`config.mk`:
```
export PLATFORM = sky130hd
export DESIGN_NAME = taylor_sine_cosine
export DESIGN_NICKNAME = d
export VERILOG_FILES = /design/src/hw/rtl/tsc_pkg.sv /design/src/hw/rtl/taylor_sine_cosine.sv
export SDC_FILE = /design/constraint.sdc
export NUM_CORES = 2
export LEC_CHECK = 0
export ABC_AREA = 1
export BUFFER_PORTS_ARGS = -buffer_cell sky130_fd_sc_hd__buf_2
export CAP_MARGIN = 10
export CORE_UTILIZATION = 40
export DETAILED_ROUTE_END_ITERATION = 16
export PLACE_DENSITY = 0.52
export SLEW_MARGIN = 0
export SYNTH_ARGS = -nofsm -noshare
export SYNTH_HDL_FRONTEND = slang
export SYNTH_SLANG_ARGS = --single-unit
```
`constraint.sdc`:
```
create_clock -name i_clk -period 10.25 [get_ports i_clk]
set_input_delay 2.05 -clock i_clk [delete_from_list [all_inputs] [get_ports i_clk]]
set_output_delay 2.05 -clock i_clk [all_outputs]
set_load 0.02 [all_outputs]
```
`src/hw/rtl/tsc_pkg.sv`:
```
`timescale 1ns / 1ps
// ----------------------------------------------------------------------------
// tsc_pkg - shared types and constants for the Taylor sine/cosine block
// Fixed widths of the datapath, internal guard bits and the sequencer states.
// ----------------------------------------------------------------------------
package tsc_pkg;

    localparam int CFG_W      = 5;
    localparam int ANGLE_W    = 32;
    localparam int OUT_W      = 48;
    localparam int GUARD      = 14;

    localparam int TERM_W     = 62;
    localparam int TERM_HI_W  = TERM_W - ANGLE_W;
    localparam int MUL_W      = 2 * ANGLE_W;
    localparam int PROD_W     = TERM_W + ANGLE_W;
    localparam int EXT_W      = 128;
    localparam int Q_W        = 64;
    localparam int SUM_W      = 63;
    localparam int ACC_W      = 64;

    localparam int DIV_STEP   = 4;
    localparam int DIV_CYC    = Q_W / DIV_STEP;
    localparam int DCNT_W     = $clog2(DIV_CYC);

    localparam logic [CFG_W-1:0]  TERM_COUNT_RST = 5'd8;
    localparam logic [TERM_W-1:0] TERM_CAP       = {1'b1, {(TERM_W-1){1'b0}}};
    localparam logic [TERM_W-1:0] ROUND_HALF     = TERM_W'(1) << (GUARD - 1);
    localparam logic [OUT_W-1:0]  OUT_MAX        = {1'b0, {(OUT_W-1){1'b1}}};
    localparam logic [OUT_W-1:0]  OUT_MIN_MAG    = {1'b1, {(OUT_W-1){1'b0}}};

    typedef enum logic [3:0] {
        ST_IDLE,
        ST_ADD,
        ST_MUL_LO,
        ST_MUL_HI,
        ST_ACC,
        ST_CHK,
        ST_DIV,
        ST_QCHK,
        ST_ABS,
        ST_RND,
        ST_DONE
    } t_state;

endpackage

```
`src/hw/rtl/taylor_sine_cosine.sv`:
```
`timescale 1ns / 1ps
// ----------------------------------------------------------------------------
// taylor_sine_cosine - truncated Taylor series for sine or cosine
// Sums term_count series terms of sin(x) or cos(x) in fixed point, Q4.28 in,
// Q20.28 out with saturation flag.
// ----------------------------------------------------------------------------
// One transaction at a time. The input is stalled from acceptance until the
// result is loaded into the output register; a finished result may wait there
// while the next transaction is accepted. The block sums n = min(term_count,
// MAX_TERMS) terms; each term after the first needs two multiply-divide steps,
// and each step is two passes through one shared 32x32 multiplier, an
// accumulate, and a 64-bit divide by the small series index that retires 4
// quotient bits per cycle. A step that overflows skips its divide.
// ----------------------------------------------------------------------------
module taylor_sine_cosine #(
    parameter int MAX_TERMS = 16,
    parameter int FRAC_BITS = 28
) (
    input  logic                                i_clk,
    input  logic                                i_rst_n,

    input  logic                                i_cfg_valid,
    output logic                                o_cfg_ready,
    input  logic [tsc_pkg::CFG_W-1:0]           i_cfg_data,

    input  logic                                i_in_valid,
    output logic                                o_in_stall,
    input  logic                                i_func,
    input  logic signed [tsc_pkg::ANGLE_W-1:0]  i_angle,

    output logic                                o_out_valid,
    input  logic                                i_out_stall,
    output logic signed [tsc_pkg::OUT_W-1:0]    o_approx,
    output logic                                o_saturated
);

    localparam int IW = $clog2(MAX_TERMS + 1);
    localparam int KW = (MAX_TERMS > 1) ? $clog2(2 * MAX_TERMS) : 1;

    tsc_pkg::t_state r_state, n_state;

    logic [tsc_pkg::CFG_W-1:0]     r_term_count, n_term_count;
    logic                          r_cos, n_cos;
    logic                          r_xneg, n_xneg;
    logic [tsc_pkg::ANGLE_W-1:0]   r_x, n_x;
    logic [IW-1:0]                 r_n, n_n;
    logic [IW-1:0]                 r_i, n_i;
    logic [KW-1:0]                 r_k, n_k;
    logic                          r_second, n_second;
    logic [tsc_pkg::TERM_W-1:0]    r_t, n_t;
    logic signed [tsc_pkg::SUM_W-1:0] r_sum, n_sum;
    logic                          r_sat, n_sat;
    logic [tsc_pkg::MUL_W-1:0]     r_mp, n_mp;
    logic [tsc_pkg::PROD_W-1:0]    r_prod, n_prod;
    logic [tsc_pkg::Q_W-1:0]       r_dvd, n_dvd;
    logic [KW-1:0]                 r_rem, n_rem;
    logic [tsc_pkg::DCNT_W-1:0]    r_dcnt, n_dcnt;
    logic [tsc_pkg::OUT_W-1:0]     r_rnd, n_rnd;
    logic                          r_out_valid, n_out_valid;
    logic signed [tsc_pkg::OUT_W-1:0] r_approx, n_approx;
    logic                          r_saturated, n_saturated;

    // shared multiplier
    logic [tsc_pkg::ANGLE_W-1:0]   mul_a;
    logic [tsc_pkg::MUL_W-1:0]     mul_p;

    assign mul_a = (r_state == tsc_pkg::ST_MUL_HI)
                 ? tsc_pkg::ANGLE_W'(r_t[tsc_pkg::TERM_W-1:tsc_pkg::ANGLE_W])
                 : r_t[tsc_pkg::ANGLE_W-1:0];
    assign mul_p = tsc_pkg::MUL_W'(mul_a) * tsc_pkg::MUL_W'(r_x);

    // product scaling and overflow check
    logic [tsc_pkg::EXT_W-1:0]     prod_ext;
    logic                          prod_ovf;
    logic [tsc_pkg::Q_W-1:0]       prod_q;

    assign prod_ext = tsc_pkg::EXT_W'(r_prod);
    assign prod_ovf = |(prod_ext >> (tsc_pkg::Q_W + FRAC_BITS));
    assign prod_q   = prod_ext[FRAC_BITS +: tsc_pkg::Q_W];

    // divider: DIV_STEP restoring steps per cycle
    logic [tsc_pkg::Q_W-1:0]       div_dvd;
    logic [KW-1:0]                 div_rem;

    always_comb begin
        logic [KW:0] tmp;
        div_dvd = r_dvd;
        div_rem = r_rem;
        for (int j = 0; j < tsc_pkg::DIV_STEP; j++) begin
            tmp     = {div_rem, div_dvd[tsc_pkg::Q_W-1]};
            div_dvd = {div_dvd[tsc_pkg::Q_W-2:0], 1'b0};
            if (tmp >= {1'b0, r_k}) begin
                div_rem    = KW'(tmp - {1'b0, r_k});
                div_dvd[0] = 1'b1;
            end else begin
                div_rem = tmp[KW-1:0];
            end
        end
    end

    // term accumulation with clip
    logic                          term_neg;
    logic signed [tsc_pkg::ACC_W-1:0] acc_s, acc_t, acc_r, acc_cap;

    assign term_neg = r_i[0] ^ (!r_cos && r_xneg);
    assign acc_s    = tsc_pkg::ACC_W'(r_sum);
    assign acc_t    = $signed({2'b00, r_t});
    assign acc_cap  = $signed({2'b00, tsc_pkg::TERM_CAP});
    assign acc_r    = term_neg ? (acc_s - acc_t) : (acc_s + acc_t);

    // next term index and first divisor
    logic [IW-1:0]                 i_next;
    logic [KW-1:0]                 k_first;

    assign i_next  = r_i + IW'(1);
    assign k_first = KW'({i_next, 1'b0}) - KW'(r_cos);

    logic                          sum_neg;
    assign sum_neg = r_sum[tsc_pkg::SUM_W-1];

    always_ff @(posedge i_clk) begin
        if (!i_rst_n) begin
            r_state      <= tsc_pkg::ST_IDLE;
            r_term_count <= tsc_pkg::TERM_COUNT_RST;
            r_out_valid  <= 1'b0;
        end else begin
            r_state      <= n_state;
            r_term_count <= n_term_count;
            r_out_valid  <= n_out_valid;
        end
    end

    always_ff @(posedge i_clk) begin
        r_cos       <= n_cos;
        r_xneg      <= n_xneg;
        r_x         <= n_x;
        r_n         <= n_n;
        r_i         <= n_i;
        r_k         <= n_k;
        r_second    <= n_second;
        r_t         <= n_t;
        r_sum       <= n_sum;
        r_sat       <= n_sat;
        r_mp        <= n_mp;
        r_prod      <= n_prod;
        r_dvd       <= n_dvd;
        r_rem       <= n_rem;
        r_dcnt      <= n_dcnt;
        r_rnd       <= n_rnd;
        r_approx    <= n_approx;
        r_saturated <= n_saturated;
    end

    always_comb begin
        logic       step_done;
        logic [tsc_pkg::TERM_W-1:0] step_t;
        logic       step_sat;
        logic [IW-1:0] cnt;

        n_state      = r_state;
        n_term_count = r_term_count;
        n_cos        = r_cos;
        n_xneg       = r_xneg;
        n_x          = r_x;
        n_n          = r_n;
        n_i          = r_i;
        n_k          = r_k;
        n_second     = r_second;
        n_t          = r_t;
        n_sum        = r_sum;
        n_sat        = r_sat;
        n_mp         = r_mp;
        n_prod       = r_prod;
        n_dvd        = r_dvd;
        n_rem        = r_rem;
        n_dcnt       = r_dcnt;
        n_rnd        = r_rnd;
        n_approx     = r_approx;
        n_saturated  = r_saturated;
        n_out_valid  = r_out_valid & i_out_stall;
        step_done    = 1'b0;
        step_t       = r_t;
        step_sat     = 1'b0;
        cnt          = (r_term_count > MAX_TERMS) ? IW'(MAX_TERMS) : IW'(r_term_count);

        if (i_cfg_valid && o_cfg_ready) begin
            n_term_count = i_cfg_data;
        end

        case (r_state)
            tsc_pkg::ST_IDLE: begin
                if (i_in_valid) begin
                    n_cos  = i_func;
                    n_xneg = i_angle[tsc_pkg::ANGLE_W-1];
                    n_x    = i_angle[tsc_pkg::ANGLE_W-1]
                           ? (tsc_pkg::ANGLE_W'(0) - i_angle) : i_angle;
                    n_n    = cnt;
                    n_i    = '0;
                    n_sum  = '0;
                    n_sat  = 1'b0;
                    n_t    = i_func ? (tsc_pkg::TERM_W'(1) << (FRAC_BITS + tsc_pkg::GUARD))
                                    : (tsc_pkg::TERM_W'(n_x) << tsc_pkg::GUARD);
                    n_state = (cnt == '0) ? tsc_pkg::ST_ABS : tsc_pkg::ST_ADD;
                end
            end
            tsc_pkg::ST_ADD: begin
                if (acc_r > acc_cap) begin
                    n_sum = tsc_pkg::SUM_W'(acc_cap);
                    n_sat = 1'b1;
                end else if (acc_r < -acc_cap) begin
                    n_sum = tsc_pkg::SUM_W'(-acc_cap);
                    n_sat = 1'b1;
                end else begin
                    n_sum = tsc_pkg::SUM_W'(acc_r);
                end
                n_i = i_next;
                if (i_next == r_n) begin
                    n_state = tsc_pkg::ST_ABS;
                end else begin
                    n_k      = k_first;
                    n_second = 1'b0;
                    n_state  = tsc_pkg::ST_MUL_LO;
                end
            end
            tsc_pkg::ST_MUL_LO: begin
                n_mp    = mul_p;
                n_state = tsc_pkg::ST_MUL_HI;
            end
            tsc_pkg::ST_MUL_HI: begin
                n_prod  = tsc_pkg::PROD_W'(r_mp);
                n_mp    = mul_p;
                n_state = tsc_pkg::ST_ACC;
            end
            tsc_pkg::ST_ACC: begin
                n_prod  = r_prod + (tsc_pkg::PROD_W'(r_mp) << tsc_pkg::ANGLE_W);
                n_state = tsc_pkg::ST_CHK;
            end
            tsc_pkg::ST_CHK: begin
                if (prod_ovf) begin
                    step_done = 1'b1;
                    step_t    = tsc_pkg::TERM_CAP;
                    step_sat  = 1'b1;
                end else begin
                    n_dvd   = prod_q;
                    n_rem   = '0;
                    n_dcnt  = '0;
                    n_state = tsc_pkg::ST_DIV;
                end
            end
            tsc_pkg::ST_DIV: begin
                n_dvd  = div_dvd;
                n_rem  = div_rem;
                n_dcnt = r_dcnt + tsc_pkg::DCNT_W'(1);
                if (r_dcnt == tsc_pkg::DCNT_W'(tsc_pkg::DIV_CYC - 1)) begin
                    n_state = tsc_pkg::ST_QCHK;
                end
            end
            tsc_pkg::ST_QCHK: begin
                step_done = 1'b1;
                if (r_dvd > tsc_pkg::Q_W'(tsc_pkg::TERM_CAP)) begin
                    step_t   = tsc_pkg::TERM_CAP;
                    step_sat = 1'b1;
                end else begin
                    step_t = r_dvd[tsc_pkg::TERM_W-1:0];
                end
            end
            tsc_pkg::ST_ABS: begin
                n_t     = sum_neg ? tsc_pkg::TERM_W'(-r_sum) : tsc_pkg::TERM_W'(r_sum);
                n_state = tsc_pkg::ST_RND;
            end
            tsc_pkg::ST_RND: begin
                n_rnd   = tsc_pkg::OUT_W'((r_t + tsc_pkg::ROUND_HALF) >> tsc_pkg::GUARD);
                n_state = tsc_pkg::ST_DONE;
            end
            tsc_pkg::ST_DONE: begin
                if (!r_out_valid || !i_out_stall) begin
                    n_out_valid = 1'b1;
                    n_saturated = r_sat;
                    if (!sum_neg && r_rnd > tsc_pkg::OUT_MAX) begin
                        n_approx    = $signed(tsc_pkg::OUT_MAX);
                        n_saturated = 1'b1;
                    end else if (sum_neg && r_rnd > tsc_pkg::OUT_MIN_MAG) begin
                        n_approx    = $signed(tsc_pkg::OUT_MIN_MAG);
                        n_saturated = 1'b1;
                    end else begin
                        n_approx = sum_neg ? $signed(tsc_pkg::OUT_W'(0) - r_rnd)
                                           : $signed(r_rnd);
                    end
                    n_state = tsc_pkg::ST_IDLE;
                end
            end
            default: begin
                n_state = tsc_pkg::ST_IDLE;
            end
        endcase

        if (step_done) begin
            n_t   = step_t;
            n_sat = r_sat | step_sat;
            if (!r_second) begin
                n_second = 1'b1;
                n_k      = r_k + KW'(1);
                n_state  = tsc_pkg::ST_MUL_LO;
            end else begin
                n_state = tsc_pkg::ST_ADD;
            end
        end
    end

    assign o_cfg_ready = (r_state == tsc_pkg::ST_IDLE);
    assign o_in_stall  = (r_state != tsc_pkg::ST_IDLE);
    assign o_out_valid = r_out_valid;
    assign o_approx    = r_approx;
    assign o_saturated = r_saturated;

`ifndef ASSERT_OFF
    a_div_rem_below_divisor: assert property (@(posedge i_clk) disable iff (!i_rst_n)
        (r_state == tsc_pkg::ST_DIV) |-> (r_rem < r_k))
        else $error("divider remainder not below divisor");

    a_term_capped: assert property (@(posedge i_clk) disable iff (!i_rst_n)
        (r_state != tsc_pkg::ST_IDLE) |-> (r_t <= tsc_pkg::TERM_CAP))
        else $error("term magnitude above cap");

    a_sum_capped: assert property (@(posedge i_clk) disable iff (!i_rst_n)
        (r_state != tsc_pkg::ST_IDLE) |->
        ((tsc_pkg::ACC_W'(r_sum) <= acc_cap) && (tsc_pkg::ACC_W'(r_sum) >= -acc_cap)))
        else $error("partial sum outside clip range");

    a_term_index: assert property (@(posedge i_clk) disable iff (!i_rst_n)
        (r_state == tsc_pkg::ST_ADD) |-> (r_i < r_n))
        else $error("term index past term count");

    a_result_loaded: assert property (@(posedge i_clk) disable iff (!i_rst_n)
        ((r_state == tsc_pkg::ST_DONE) && (!r_out_valid || !i_out_stall)) |=>
        (o_out_valid && (r_state == tsc_pkg::ST_IDLE)))
        else $error("result not loaded into output register");
`endif

endmodule

```
==> flow_summary.json <==
{
  "outcome": "complete, no violations",
  "cpMostUsedCell": "fa_1",
  "hold_viol_final": 0,
  "crit_type": "register to register",
  "cts.reportedPaths.clkPinSlew_ns": 0.07,
  "grt_pass1_wl_um": 419000,
  "die_width_um": 416,
  "synth_top_area_share": 0.264,
  "r2r-end": "r_mp[50]$_DFFE_PP_",
  "async_flop_share": 0,
  "layout-area-overhead-vs-synth_pct": 7.88,
  "start_kind": "register",
  "cts_tree": "yes",
  "synth_cells": 8842,
  "grt_antenna_before_repair": 21,
  "yosysSeqAreaShare": 0.211,
  "slew_violations": 0,
  "place.gp.congestion": 1.00,
  "wl_um": 289000,
  "timing.reg2reg.setup_slack_ns": 0.49,
  "via_count": 60500,
  "min_to": "r_n[4]$_DFFE_PP_",
  "clkLatencyLatePin_ns": 0.73,
  "hpwl_um": 239000,
  "cts_root_buffer": "clkbuf_16",
  "yosysWarnings": 0,
  "routedWlPerCell_um": 25.9,
  "synth_commonest_cells": "nand2_1, inv_1, nor2_1",
  "seq_area_um2": 14400,
  "arrival_ns": 10.22,
  "clock.fmax_mhz": 102,
  "worst_pin_slew_ns": 1.35,
  "clock-sinks": 486,
  "synth_edf_count": 470,
  "wl_met3_um": 19500,
  "avgSynthCellArea_um2": 7.75,
  "core_area_um2": 170000,
  "synthTopCellsByArea": "fa_1, edfxtp_1, nand2_1, inv_1, ha_1",
  "grt_max_degree": 92,
  "ys.flop_type": "edfxtp_1",
  "post_cts_buffers": 0,
  "drc_errors": 0,
  "worstRegToRegCells": 29,
  "routed.top_layer": "met5",
  "drt-initial-drc-count": 5146,
  "dieArea_um2": 173000,
  "clock_path_buffers": 3,
  "finalSetupViolations": 0,
  "wl_met2_um": 134000,
  "slew_headroom": 0.0967,
  "end_kind": "register",
  "worstHoldPathCells": 0,
  "grt_setup_unrepaired": "no",
  "fin_crit_ns": 9.76,
  "vias_per_cell": 5.43,
  "grt.overflow.total": 0,
  "fp.dieH_um": 416,
  "cts_max_level": 2,
  "holdCritPathClass": "register to register",
  "io_buffers": 94,
  "hp-start": "r_term_count[4]$_SDFFE_PN0P_",
  "dr.pass1.iters": 6,
  "synth-seq-cells": 486,
  "fin_worst_skew_ns": 0.0779,
  "syn-num-nets": 10200,
  "setup_tns_ns": 0,
  "critical_path.slowest_cell": "o21ai_2",
  "multi_input_area_um2": 46300,
  "max_cap_violations": 0,
  "route.antenna.remaining_nets": 0,
  "post_dp_cell_area_um2": 71900,
  "postCtsHoldBufs": 0,
  "r2r-start": "r_state[2]$_SDFFE_PN0P_",
  "ios": 95,
  "max_stage_delay_ns": 1.12,
  "synth_area_um2": 68500,
  "yosysMostFrequentCell": "nand2_1",
  "drt-met1-wl_um": 112000,
  "fill_cells": 17500,
  "post_cts_resized": 0,
  "finalNetCount": 10200,
  "yosys.area.top_type": "fa_1",
  "yosysUniqueCellTypes": 63,
  "required_ns": 10.71,
  "crit_path_max_fanout": 20,
  "initial_core_util": 0.404,
  "min_period_over_period": 0.952,
  "grt_pass1_vias": 61400,
  "rows": 151,
  "drive_above_1_share": 0.0507,
  "numCtsBuffers": 59,
  "grt_use_total": 0.335,
  "final_area_um2": 73900
}
placed cells by master (no fill, tap or decap), drive strengths merged, types with 3 or more instances in the layout:
master / count
o21ai: 391
nand4: 72
nand3b: 34
a21o: 19
bufinv: 8
o211ai: 12
xnor2: 84
ha: 417
clkbuf: 70
edfxtp: 470
nand2: 1879
o21a: 20
inv: 1811
diode: 8
o22ai: 18
buf: 228
and2: 6
fa: 902
xor2: 206
dfxtp: 16
and3: 5
nor3b: 6
a21oi: 327
a211oi: 8
o21bai: 16
o2111ai: 3
clkinvlp: 6
a21boi: 5
o221ai: 7
a31oi: 73
a41oi: 3
nor3: 107
nor4: 65
clkinv: 54
nand3: 244
nor2: 1267
o31ai: 8
or2: 33
worst max-delay path: cells and delay by family (launching register included):
kind / cells / cell delay [ns]
AO/OA/AOI/OAI: 5 / 2.28
buffers and inverters: 8 / 1.44
flip-flops: 1 / 0.31
XOR/XNOR: 1 / 0.16
AND/OR/NAND/NOR: 6 / 1.03
adder cells (fa/ha/maj): 9 / 4.24
cells by family after synthesis:
| group | Yosys count | share of synthesized area |
|---|---|---|
| simple gates | 3719 | 0.222 |
| buf+inv | 2104 | 0.116 |
| fa+ha+maj | 1319 | 0.340 |
| compound gates | 923 | 0.0739 |
| flops | 486 | 0.211 |
| xor+xnor | 290 | 0.0371 |
| mux | 1 | 0.000164 |
per-stage QoR:
step	hold slack, ns	utilization	std cells	setup WS [ns]
after floorplan	0.444	-	8842	2.63
after global placement	0.450	0.424	11000	0.617
after detailed placement	0.446	0.424	11000	0.657
after CTS	0.466	0.435	11100	0.643
after global routing	0.485	0.435	11100	0.100
final	0.462	0.436	11100	0.492
layout make-up:
type	instances	share of cell area
Antenna cell	8	0.000271
Clock buffer	70	0.0207
Clock inverter	40	0.00676
Inverter	1839	0.0934
Multi-Input combinational cell	6252	0.626
Sequential cell	486	0.195
Tap cell	2218	0.0376
Timing Repair Buffer	228	0.0200
per-layer routing:
| metal | vias to the layer above | global-route usage |
|---|---|---|
| li1 | 27400 | - |
| met1 | 29800 | 0.403 |
| met2 | 2474 | 0.548 |
| met3 | 801 | 0.0530 |
| met4 | 18 | 0.237 |
| met5 | - | 0 |
sequential cells by signal, indices dropped and copies added (netlist names), 4 cells and up:
signal	cells
r_n	5
r_state	4
r_i	5
r_t	62
r_rnd	48
o_approx	48
r_sum	63
r_dvd	64
r_term_count	5
r_dcnt	4
r_prod	66
r_rem	5
r_mp	64
r_k	5
r_x	32
worst max path at each step:
stage	end	slack, ns	from
after floorplan	r_mp[56]$_DFFE_PP_	2.63	r_state[2]$_SDFFE_PN0P_
after global placement	r_mp[50]$_DFFE_PP_	0.62	r_state[2]$_SDFFE_PN0P_
after detailed placement	r_mp[50]$_DFFE_PP_	0.66	r_state[3]$_SDFFE_PN0P_
after CTS	r_mp[50]$_DFFE_PP_	0.64	r_state[2]$_SDFFE_PN0P_
after global routing	r_mp[50]$_DFFE_PP_	0.10	r_state[1]$_SDFFE_PN0P_
final	r_mp[50]$_DFFE_PP_	0.49	r_state[2]$_SDFFE_PN0P_
Power is left out: the tool's default activity adds up to more than one toggle a clock period on the data nets, which glitch-free logic cannot reach.
